--- src/rtl/core/hslrgb_pkg.sv ---
`timescale 1ns / 1ps
// ----------------------------------------------------------------------------
// hslrgb_pkg
// Shared types and constants of the HSL to RGB pixel converter.
// ----------------------------------------------------------------------------
package hslrgb_pkg;

   localparam int HUE_W      = 16;
   localparam int UNIT_W     = 17;
   localparam int CHAN_W     = 8;
   localparam int REQ_DATA_W = 56;
   localparam int RSP_DATA_W = 24;

   localparam logic [UNIT_W-1:0] UNIT_MAX = 17'h10000;
   localparam logic [CHAN_W-1:0] CHAN_MAX = 8'hFF;

   // hue ramp segment of one channel
   typedef enum logic [1:0] {
      SEG_RISE,
      SEG_HIGH,
      SEG_FALL,
      SEG_LOW
   } segment_type;

endpackage

--- src/rtl/core/hslrgb_channel.sv ---
`timescale 1ns / 1ps
// ----------------------------------------------------------------------------
// hslrgb_channel
// One color channel: hue ramp segment, ramp product, selection and the
// final scale to a byte. Stages 4 to 7 of the converter pipeline.
// ----------------------------------------------------------------------------
module hslrgb_channel #(
   parameter int FRAC_BITS = 16
) (
   input  logic                                clock,
   input  logic                                enable,
   input  logic [FRAC_BITS-1:0]                t_pos,
   input  logic [FRAC_BITS+1:0]                p_val,
   input  logic [FRAC_BITS+1:0]                q_val,
   input  logic [FRAC_BITS+1:0]                span,
   input  logic [FRAC_BITS:0]                  light,
   input  logic                                gray,
   output logic [hslrgb_pkg::CHAN_W-1:0]       chan
);

   localparam int F  = FRAC_BITS;
   localparam int W1 = FRAC_BITS + 1;
   localparam int W2 = FRAC_BITS + 2;
   localparam logic [W1-1:0] ONE        = W1'(1) << F;
   localparam logic [F-1:0]  SIXTH      = F'(ONE / 6);
   localparam logic [F-1:0]  HALF       = F'(ONE / 2);
   localparam logic [F-1:0]  TWO_THIRDS = F'((2 * ONE) / 3);

   hslrgb_pkg::segment_type seg4_in, seg4_ff, seg5_ff;
   logic [W1-1:0]    k4_in, k4_ff;
   logic [F-1:0]     fall_dist;
   logic [2*F+2:0]   prod_full;
   logic [W2-1:0]    prod5_in, prod5_ff;
   logic [W2-1:0]    p5_ff, q5_ff;
   logic [W1-1:0]    l5_ff;
   logic             gray5_ff;
   logic [W2-1:0]    v6_in, v6_ff;
   logic [F+9:0]     scaled;
   logic [9:0]       scaled_int;
   logic [hslrgb_pkg::CHAN_W-1:0] chan7_in, chan7_ff;

   // stage 4: segment and ramp factor
   assign fall_dist = TWO_THIRDS - t_pos;

   always_comb begin
      if (t_pos < SIXTH) begin
         seg4_in = hslrgb_pkg::SEG_RISE;
         k4_in   = W1'({3'b000, t_pos} * 3'd6);
      end else if (t_pos < HALF) begin
         seg4_in = hslrgb_pkg::SEG_HIGH;
         k4_in   = '0;
      end else if (t_pos < TWO_THIRDS) begin
         seg4_in = hslrgb_pkg::SEG_FALL;
         k4_in   = W1'({3'b000, fall_dist} * 3'd6);
      end else begin
         seg4_in = hslrgb_pkg::SEG_LOW;
         k4_in   = '0;
      end
   end

   // stage 5: ramp product
   assign prod_full = span * k4_ff;
   assign prod5_in  = W2'(prod_full >> F);

   // stage 6: channel value
   always_comb begin
      if (gray5_ff) begin
         v6_in = {1'b0, l5_ff};
      end else begin
         case (seg5_ff)
            hslrgb_pkg::SEG_RISE: v6_in = p5_ff + prod5_ff;
            hslrgb_pkg::SEG_HIGH: v6_in = q5_ff;
            hslrgb_pkg::SEG_FALL: v6_in = p5_ff + prod5_ff;
            hslrgb_pkg::SEG_LOW:  v6_in = p5_ff;
            default:              v6_in = p5_ff;
         endcase
      end
   end

   // stage 7: value * 255, integer part, clamp
   assign scaled     = {v6_ff, 8'h00} - {8'h00, v6_ff};
   assign scaled_int = scaled[F+9:F];
   assign chan7_in   = (|scaled_int[9:8]) ? hslrgb_pkg::CHAN_MAX : scaled_int[7:0];

   always_ff @(posedge clock) begin
      if (enable) begin
         seg4_ff  <= seg4_in;
         k4_ff    <= k4_in;
         seg5_ff  <= seg4_ff;
         prod5_ff <= prod5_in;
         p5_ff    <= p_val;
         q5_ff    <= q_val;
         l5_ff    <= light;
         gray5_ff <= gray;
         v6_ff    <= v6_in;
         chan7_ff <= chan7_in;
      end
   end

   assign chan = chan7_ff;

endmodule

--- src/rtl/core/hsl_to_rgb_converter.sv ---
`timescale 1ns / 1ps
// ----------------------------------------------------------------------------
// hsl_to_rgb_converter
// Converts a hue, saturation, lightness request to an RGB pixel of 8 bits per channel.
//
// Channel   Dir  Handshake              Payload
// req_      in   req_tvalid/req_tready  tdata: hue, saturation, lightness
// rsp_      out  rsp_tvalid/rsp_tready  tdata: red, green, blue
//
// One request per cycle unless rsp_ stalls.
// Stages: rescale, l*s product, q, p and span, ramp segment, ramp product,
// channel select, byte scale. The l*s and ramp multipliers set the depth.
// Synchronous reset clears the valid bits only.
// A stall at rsp_ freezes the whole pipeline; req_tready follows it.
// ----------------------------------------------------------------------------
module hsl_to_rgb_converter #(
   parameter int FRAC_BITS = 16
) (
   input  logic                                 clock,
   input  logic                                 reset,
   input  logic                                 req_tvalid,
   output logic                                 req_tready,
   // hue[15:0], saturation[32:16], lightness[49:33], zero pad
   input  logic [hslrgb_pkg::REQ_DATA_W-1:0]    req_tdata,
   output logic                                 rsp_tvalid,
   input  logic                                 rsp_tready,
   // red[7:0], green[15:8], blue[23:16]
   output logic [hslrgb_pkg::RSP_DATA_W-1:0]    rsp_tdata
);

   localparam int F     = FRAC_BITS;
   localparam int W1    = FRAC_BITS + 1;
   localparam int W2    = FRAC_BITS + 2;
   localparam int DEPTH = 7;
   localparam logic [W1-1:0] ONE       = W1'(1) << F;
   localparam logic [F-1:0]  HALF      = F'(ONE / 2);
   localparam logic [F-1:0]  THIRD     = F'(ONE / 3);
   localparam logic [F-1:0]  THIRD_NEG = F'(ONE - W1'(ONE / 3));

   logic                                enable;
   logic [DEPTH-1:0]                    valid_in, valid_ff;
   logic [hslrgb_pkg::HUE_W-1:0]        hue;
   logic [hslrgb_pkg::UNIT_W-1:0]       sat_raw, light_raw, sat_c, light_c;

   logic [F-1:0]   tg1_in, tr1_in, tb1_in;
   logic [F-1:0]   tg1_ff, tr1_ff, tb1_ff, tg2_ff, tr2_ff, tb2_ff, tg3_ff, tr3_ff, tb3_ff;
   logic [W1-1:0]  s1_in, l1_in, s1_ff, l1_ff, s2_ff, l2_ff, l3_ff, l4_ff;
   logic           gray1_in, gray1_ff, gray2_ff, gray3_ff, gray4_ff;
   logic [2*F+1:0] ls_full;
   logic [W1-1:0]  ls2_in, ls2_ff;
   logic [W2-1:0]  q3_in, q3_ff, q4_ff;
   logic [W2-1:0]  two_l, p4_in, p4_ff, span4_in, span4_ff, q_minus_l;
   logic [hslrgb_pkg::CHAN_W-1:0] red, green, blue;

   assign enable     = ~valid_ff[DEPTH-1] | rsp_tready;
   assign req_tready = enable;
   assign valid_in   = {valid_ff[DEPTH-2:0], req_tvalid};

   always_ff @(posedge clock) begin
      if (reset) begin
         valid_ff <= '0;
      end else if (enable) begin
         valid_ff <= valid_in;
      end
   end

   // stage 1: unpack, clamp, rescale, hue offsets
   assign hue       = req_tdata[15:0];
   assign sat_raw   = req_tdata[32:16];
   assign light_raw = req_tdata[49:33];
   assign sat_c     = (sat_raw > hslrgb_pkg::UNIT_MAX) ? hslrgb_pkg::UNIT_MAX : sat_raw;
   assign light_c   = (light_raw > hslrgb_pkg::UNIT_MAX) ? hslrgb_pkg::UNIT_MAX : light_raw;
   assign s1_in     = W1'({sat_c, {F{1'b0}}} >> 16);
   assign l1_in     = W1'({light_c, {F{1'b0}}} >> 16);
   assign tg1_in    = F'({hue, {F{1'b0}}} >> 16);
   assign tr1_in    = tg1_in + THIRD;
   assign tb1_in    = tg1_in + THIRD_NEG;
   assign gray1_in  = (sat_raw == '0);

   // stage 2: l * s
   assign ls_full = l1_ff * s1_ff;
   assign ls2_in  = W1'(ls_full >> F);

   // stage 3: q
   assign q3_in = (l2_ff < {1'b0, HALF}) ? {1'b0, l2_ff} + {1'b0, ls2_ff}
                                         : {1'b0, l2_ff} + {1'b0, s2_ff} - {1'b0, ls2_ff};

   // stage 4: p and q - p (q never drops below l)
   assign two_l     = {l3_ff, 1'b0};
   assign q_minus_l = q3_ff - {1'b0, l3_ff};
   assign p4_in     = (two_l >= q3_ff) ? two_l - q3_ff : '0;
   assign span4_in  = (two_l >= q3_ff) ? W2'({q_minus_l, 1'b0}) : q3_ff;

   always_ff @(posedge clock) begin
      if (enable) begin
         tg1_ff   <= tg1_in;
         tr1_ff   <= tr1_in;
         tb1_ff   <= tb1_in;
         s1_ff    <= s1_in;
         l1_ff    <= l1_in;
         gray1_ff <= gray1_in;
         tg2_ff   <= tg1_ff;
         tr2_ff   <= tr1_ff;
         tb2_ff   <= tb1_ff;
         s2_ff    <= s1_ff;
         l2_ff    <= l1_ff;
         ls2_ff   <= ls2_in;
         gray2_ff <= gray1_ff;
         tg3_ff   <= tg2_ff;
         tr3_ff   <= tr2_ff;
         tb3_ff   <= tb2_ff;
         l3_ff    <= l2_ff;
         q3_ff    <= q3_in;
         gray3_ff <= gray2_ff;
         l4_ff    <= l3_ff;
         q4_ff    <= q3_ff;
         p4_ff    <= p4_in;
         span4_ff <= span4_in;
         gray4_ff <= gray3_ff;
      end
   end

   hslrgb_channel #(.FRAC_BITS(FRAC_BITS)) u_red (
      .clock  (clock),
      .enable (enable),
      .t_pos  (tr3_ff),
      .p_val  (p4_ff),
      .q_val  (q4_ff),
      .span   (span4_ff),
      .light  (l4_ff),
      .gray   (gray4_ff),
      .chan   (red)
   );

   hslrgb_channel #(.FRAC_BITS(FRAC_BITS)) u_green (
      .clock  (clock),
      .enable (enable),
      .t_pos  (tg3_ff),
      .p_val  (p4_ff),
      .q_val  (q4_ff),
      .span   (span4_ff),
      .light  (l4_ff),
      .gray   (gray4_ff),
      .chan   (green)
   );

   hslrgb_channel #(.FRAC_BITS(FRAC_BITS)) u_blue (
      .clock  (clock),
      .enable (enable),
      .t_pos  (tb3_ff),
      .p_val  (p4_ff),
      .q_val  (q4_ff),
      .span   (span4_ff),
      .light  (l4_ff),
      .gray   (gray4_ff),
      .chan   (blue)
   );

   assign rsp_tvalid = valid_ff[DEPTH-1];
   assign rsp_tdata  = {blue, green, red};

endmodule

--- config.mk ---
export PLATFORM = sky130hd
export DESIGN_NAME = hsl_to_rgb_converter
export DESIGN_NICKNAME = d
export VERILOG_FILES = /design/src/rtl/core/hslrgb_pkg.sv /design/src/rtl/core/hslrgb_channel.sv /design/src/rtl/core/hsl_to_rgb_converter.sv
export SDC_FILE = /design/constraint.sdc
export NUM_CORES = 2
export LEC_CHECK = 0
export BUFFER_PORTS_ARGS = -buffer_cell sky130_fd_sc_hd__buf_2
export CORE_ASPECT_RATIO = 1.25
export CORE_MARGIN = 2
export CORE_UTILIZATION = 54
export CTS_CLUSTER_DIAMETER = 50
export DETAILED_ROUTE_END_ITERATION = 6
export HOLD_SLACK_MARGIN = 0.05
export PLACE_DENSITY = 0.73
export SETUP_SLACK_MARGIN = 0.02
export SYNTH_ARGS = -nofsm -noshare
export SYNTH_HDL_FRONTEND = slang
export SYNTH_SLANG_ARGS = --single-unit
--- constraint.sdc ---
create_clock -name clock -period 15.35 [get_ports clock]
set_clock_uncertainty 0.15 [all_clocks]
set_input_delay 2.3025 -clock clock [delete_from_list [all_inputs] [get_ports clock]]
set_output_delay 2.3025 -clock clock [all_outputs]
set_load 0.02 [all_outputs]
-- Word level (Yosys, flattened, before mapping)
Index checks and enable logic that the tools add are counted.
- register bits: 595
- word-level logic and storage cells: 143
- add/subtract/negate cells: 16
- multiply operators: 10
- $lt $le $gt $ge: 13
- equality and inequality tests: 9
- mux-type cells: 23
- bitwise gates (word level): 2
- reductions and logical operators: 13
- operators with widths (cell ; number):
    $mux W17 ; 12
    $pmux W18 S3 ; 3
    $mul A18 B17 Y34 ; 3
    $lt A16 B16 Y1 const B ; 6
    $mul A16 B2 Y16 const B ; 6
    $sub A26 B18 Y26 ; 3
    $add A18 B18 Y18 ; 3
    $lt A16 B14 Y1 const B ; 3
    $sub A16 B16 Y16 const A ; 3
    $add A17 B17 Y18 ; 2
    $mux W18 ; 2
    $gt A17 B17 Y1 const B ; 2
    $mul A17 B17 Y33 ; 1
    $ge A18 B18 Y1 ; 1
    $reduce_or A2 Y1 ; 9
    $sub A18 B17 Y18 ; 1
    $sub A18 B18 Y18 ; 1
    $logic_not A17 Y1 ; 1
    $lt A17 B16 Y1 const B ; 1
    $sub A17 B17 Y17 ; 1
    $add A16 B15 Y16 const B ; 1
    $add A16 B16 Y16 const B ; 1
    $eq A2 B2 Y1 const B ; 6
    $eq A2 B1 Y1 const B ; 3
    4 further kinds ; 11

-- Depth between registers and ports, before layout
- depth after elaboration: 5
- depth in mapped cells: 25
- depth with buffers taken out: 23

-- By module
A second synthesis with hierarchy kept.
- cell total of the unflattened synthesis: 7278
- area total of the unflattened synthesis: 74201.2 sq um
- modules (own cells, without submodules) (module ; times used ; cells each ; area an instance (sq um) ; seq. area each (sq um)):
    hsl_to_rgb_converter ; 1 ; 2121 ; 24205.7 ; 10229.8
    hslrgb_channel at u_blue ; 1 ; 1781 ; 17116.4 ; 3543.4
    hslrgb_channel at u_red ; 1 ; 1691 ; 16484.6 ; 3543.4
    hslrgb_channel at u_green ; 1 ; 1685 ; 16394.5 ; 3543.4

-- Worst setup path after synthesis
No wires, ideal clock.
- path type: input port to output port
- start: input port rsp_tready
- end: output port req_tready
- arrival time: 13.871 ns
- data required time: 12.898 ns
- setup slack: -0.973 ns
- cell stages on the path: 3
- path through: nor2b_1 clkbuf_1 inv_1
- word-level cells in the longest chain between the ends: 1
- ends and longest elaborated chain (element ; RTL line ; text):
    start: declaration ; hsl_to_rgb_converter.sv:26 ; input logic rsp_tready,
    $or A1 B1 Y1 ; hsl_to_rgb_converter.sv:55 ; assign enable = ~valid_ff[DEPTH-1] | rsp_tready;
    end: declaration ; hsl_to_rgb_converter.sv:22 ; output logic req_tready,
No other way between the ends.

-- Final worst setup path
- start: register span4_ff[12]
- end: register u_green.prod5_ff[17] (data pin)
- word-level cells in the longest chain between the ends: 1
- ends and longest elaborated chain (element ; RTL line ; text):
    start: declaration ; hsl_to_rgb_converter.sv:52 ; logic [W2-1:0] two_l, p4_in, p4_ff, span4_in, span4_ff, q_minus_l;
    start signal: assignment ; hsl_to_rgb_converter.sv:118 ; span4_ff <= span4_in;
    $mul A18 B17 Y34 ; hslrgb_channel.sv:62 ; assign prod_full = span * k4_ff;
    named net u_green.prod_full[33] ; hslrgb_channel.sv:32 ; logic [2*F+2:0] prod_full;
    end signal: assignment ; hslrgb_channel.sv:90 ; prod5_ff <= prod5_in;
    end: declaration ; hslrgb_channel.sv:33 ; logic [W2-1:0] prod5_in, prod5_ff;
The timed path passes the listed nets, and every way through them passes these cells.
A chain may end at the register's enable or synchronous reset.

==> out/results.ini <==
[power]
switching_share_pct = 48.2
peakVddDrop_mv = 0.140
internal_power_mw = 6.61
switchingPower_mw = 6.14
clockPowerShare_pct = 13.5
p_per_area_nw_per_um2 = 171
leakagePower_nw = 35.7
p_comb_share_pct = 63.2
pwr-share-seq_pct = 23.3

[routing]
drtAntennaViolNets = 0
viasPerCell = 5.57
drt-initial-drc-count = 2831
drt_wl_total_mm = 165
wl_per_cell_um = 18.6
drtPass1Iterations = 5
vias = 49271
drc = 0

[timing]
hold_ws_ns = 0.266
final-hold-violation-count = 0
rsz0062_at_grt = no
worstMarginPinSlew_ns = 1.22
timing.final.ws_setup_ns = 7.42
tns_ns = 0
finalSetupViolCount = 0
drv_slew = 0
fmax_mhz = 126
finalCritPeriodShare_pct = 51.7
maxSlewHeadroom_pct = 18.9
fin_crit_ns = 7.93

[floorplanning]
ioPinCount = 86
die_h_um = 407
coreArea_sq_um = 129000
rows = 147
die_w_um = 326
initial_utilization_pct = 54.5
die-area_sq_um = 133000

[critical_path]
cp-end-kind = flop
worstPathRequired_ns = 15.61
arrival_ns = 8.19
crit_fanout = 39
cp-start-kind = flop
crit_type = flop to flop

[synth]
synth_seq_area_share_pct = 25.1
yosys-top-cells-count = inv_1 (1339), fa_1 (910), nand2_1 (796), ha_1 (743), edfxtp_1 (582)
yosys_most_used_dff = edfxtp_1
yosys-top-cells-area = fa_1 (26%), edfxtp_1 (25%), ha_1 (13%), inv_1 (7.2%), and2_1 (5.0%)
synth_nets = 8838
syn_avg_cell_area_sq_um = 9.84
synthArstFlopShare_pct = 0
synth-edff-count = 582
netlist-cell-type-count = 84
yosysTopAreaCellShare_pct = 26.0
ys_warn_count = 0
synth_area_leader_cell = fa_1
ys_seq_elements = 589
synth_cells = 7125
synth_area_sq_um = 70100
synth.most_common_cell = inv_1

[layout]
final_core_util_pct = 57.9
multiInputGateArea_sq_um = 46500
drive_gt1_share_pct = 3.82
fillers = 10830
fin_nets = 8782
area.sequential_sq_um = 17600
area_growth_pct = 6.27
instances_no_fill = 8839

[global_route]
grt_pass1_wl_mm = 268
grt.total_usage_pct = 25.6
antenna_found_initial = 0
grt_pass1_vias = 52015
grt_max_degree = 174
overflow = 0

[clock_network]
cts_buffers = 71
htreeDepth = 3
cts_root_buf = clkbuf_16
clkTransAtPathRegs_ns = 0.06
tritoncts = done
clock-sinks = 589
worstSkewPairLatency_ns = 0.70
cts_max_path_buffers = 3
cts_resized = 0
cts_hold_buffers = 0
cts_setup_buffers = 0

[placement]
dp_slack_ns = 7.49
post-dp-hpwl_mm = 123
place.port_buffers = 79
place_inst = 8709
gp_congestion = 0.898

[worst_hold_path]
hold_path.class = flop to flop

[run]
maxCapViolations = 0

[outcome]
status = finished clean

## worst paths after layout
check	start	to	slack, ns	cells past startpoint
setup / recovery	span4_ff[12]$_DFFE_PP_	u_green.prod5_ff[17]$_DFFE_PP_	7.42	21
hold / removal	l4_ff[9]$_DFFE_PP_	u_green.l5_ff[9]$_DFFE_PP_	0.27	0
setup reg to reg	span4_ff[12]$_DFFE_PP_	u_green.prod5_ff[17]$_DFFE_PP_	7.42	21
hold reg to reg	l4_ff[9]$_DFFE_PP_	u_green.l5_ff[9]$_DFFE_PP_	0.27	0
## power groups by stage
stage	Sequential [mW]	Clock, mW	Combinational [mW]
detailed placement	2.99	0	8.01
global route	3.01	1.82	9.14
finish	2.97	1.73	8.06
global placement	2.98	0	7.79
floorplan	2.66	0	5.95
CTS	2.96	1.77	8.08
## area by class of cell
class | instances | share of cell area [%]
repair buffers | 117 | 0.948
diodes | 1 | 0.00336
clock inverters | 49 | 0.838
multi-input cells | 4948 | 62.5
clock buffers | 80 | 2.46
well taps | 1713 | 2.88
inverters | 1342 | 6.77
flip-flops and latches | 589 | 23.7
## worst max-delay path: stages (launching register included)
cell,delay (ns)
edfxtp_1,0.73
buf_4,0.57
nand2_1,0.18
fa_1,0.56
fa_1,0.52
fa_1,0.51
inv_1,0.06
fa_1,0.49
fa_1,0.49
inv_1,0.05
fa_1,0.47
inv_1,0.04
ha_1,0.29
and3_1,0.22
and3_1,0.20
a22oi_1,0.40
a21oi_1,0.25
a2bb2oi_1,0.42
a31oi_1,0.26
a211oi_1,0.44
o21bai_1,0.14
xnor2_1,0.15
## routing by layer
layer | GRT usage, % | wire length (um) | up-vias | part of all wire [%]
met5 | 0 | 0 | - | 0
met4 | 12.2 | 7890 | 0 | 4.8
met3 | 3.46 | 8770 | 414 | 5.3
met2 | 45.6 | 83100 | 1452 | 50
met1 | 30.6 | 65000 | 24655 | 39
li1 | - | - | 22750 | -
## metrics by stage
| step | power (mW) | area [sq um] |
|---|---|---|
| 2_1_floorplan | 8.61 | 70100 |
| 3_3_place_gp | 10.8 | 72000 |
| 3_5_place_dp | 11.0 | 72000 |
| 4_1_cts | 12.8 | 74500 |
| 5_1_grt | 14.0 | 74500 |
| 6_report | 12.8 | 74500 |
## registers in the layout, summed over array words and instances, names as in the netlist, 18 cells and up
name,cells
p4_ff,18
q3_ff,18
q4_ff,18
span4_ff,18
u_blue.p5_ff,18
u_blue.prod5_ff,18
u_blue.v6_ff,18
u_green.prod5_ff,18
u_green.v6_ff,18
u_red.prod5_ff,18
u_red.q5_ff,18
u_red.v6_ff,18
## placed cells by master (no fill, tap or decap), types with 92 or more instances in the layout
master    instances
ha_1            743
a21oi_1         242
fa_1            910
xnor2_1         227
nor2_1          244
nand3_1          92
a21o_1           94
edfxtp_1        582
nor3_1          110
nand2_1         796
o21ai_0         176
and2_1          564
inv_1          1338
## logic make-up after synthesis
| group | count (synthesis) | synth area share (%) |
|---|---|---|
| xor gates and xnor gates | 314 | 3.96 |
| DFF | 589 | 25.1 |
| adders and majority gates | 1653 | 39.3 |
| and+or+nand+nor | 2054 | 14.4 |
| buffers and inverters | 1588 | 8.51 |
| AOI/OAI and AO/OA | 867 | 7.89 |
| muxes | 60 | 0.877 |
Note: power is estimated with default switching activity, not from simulation.
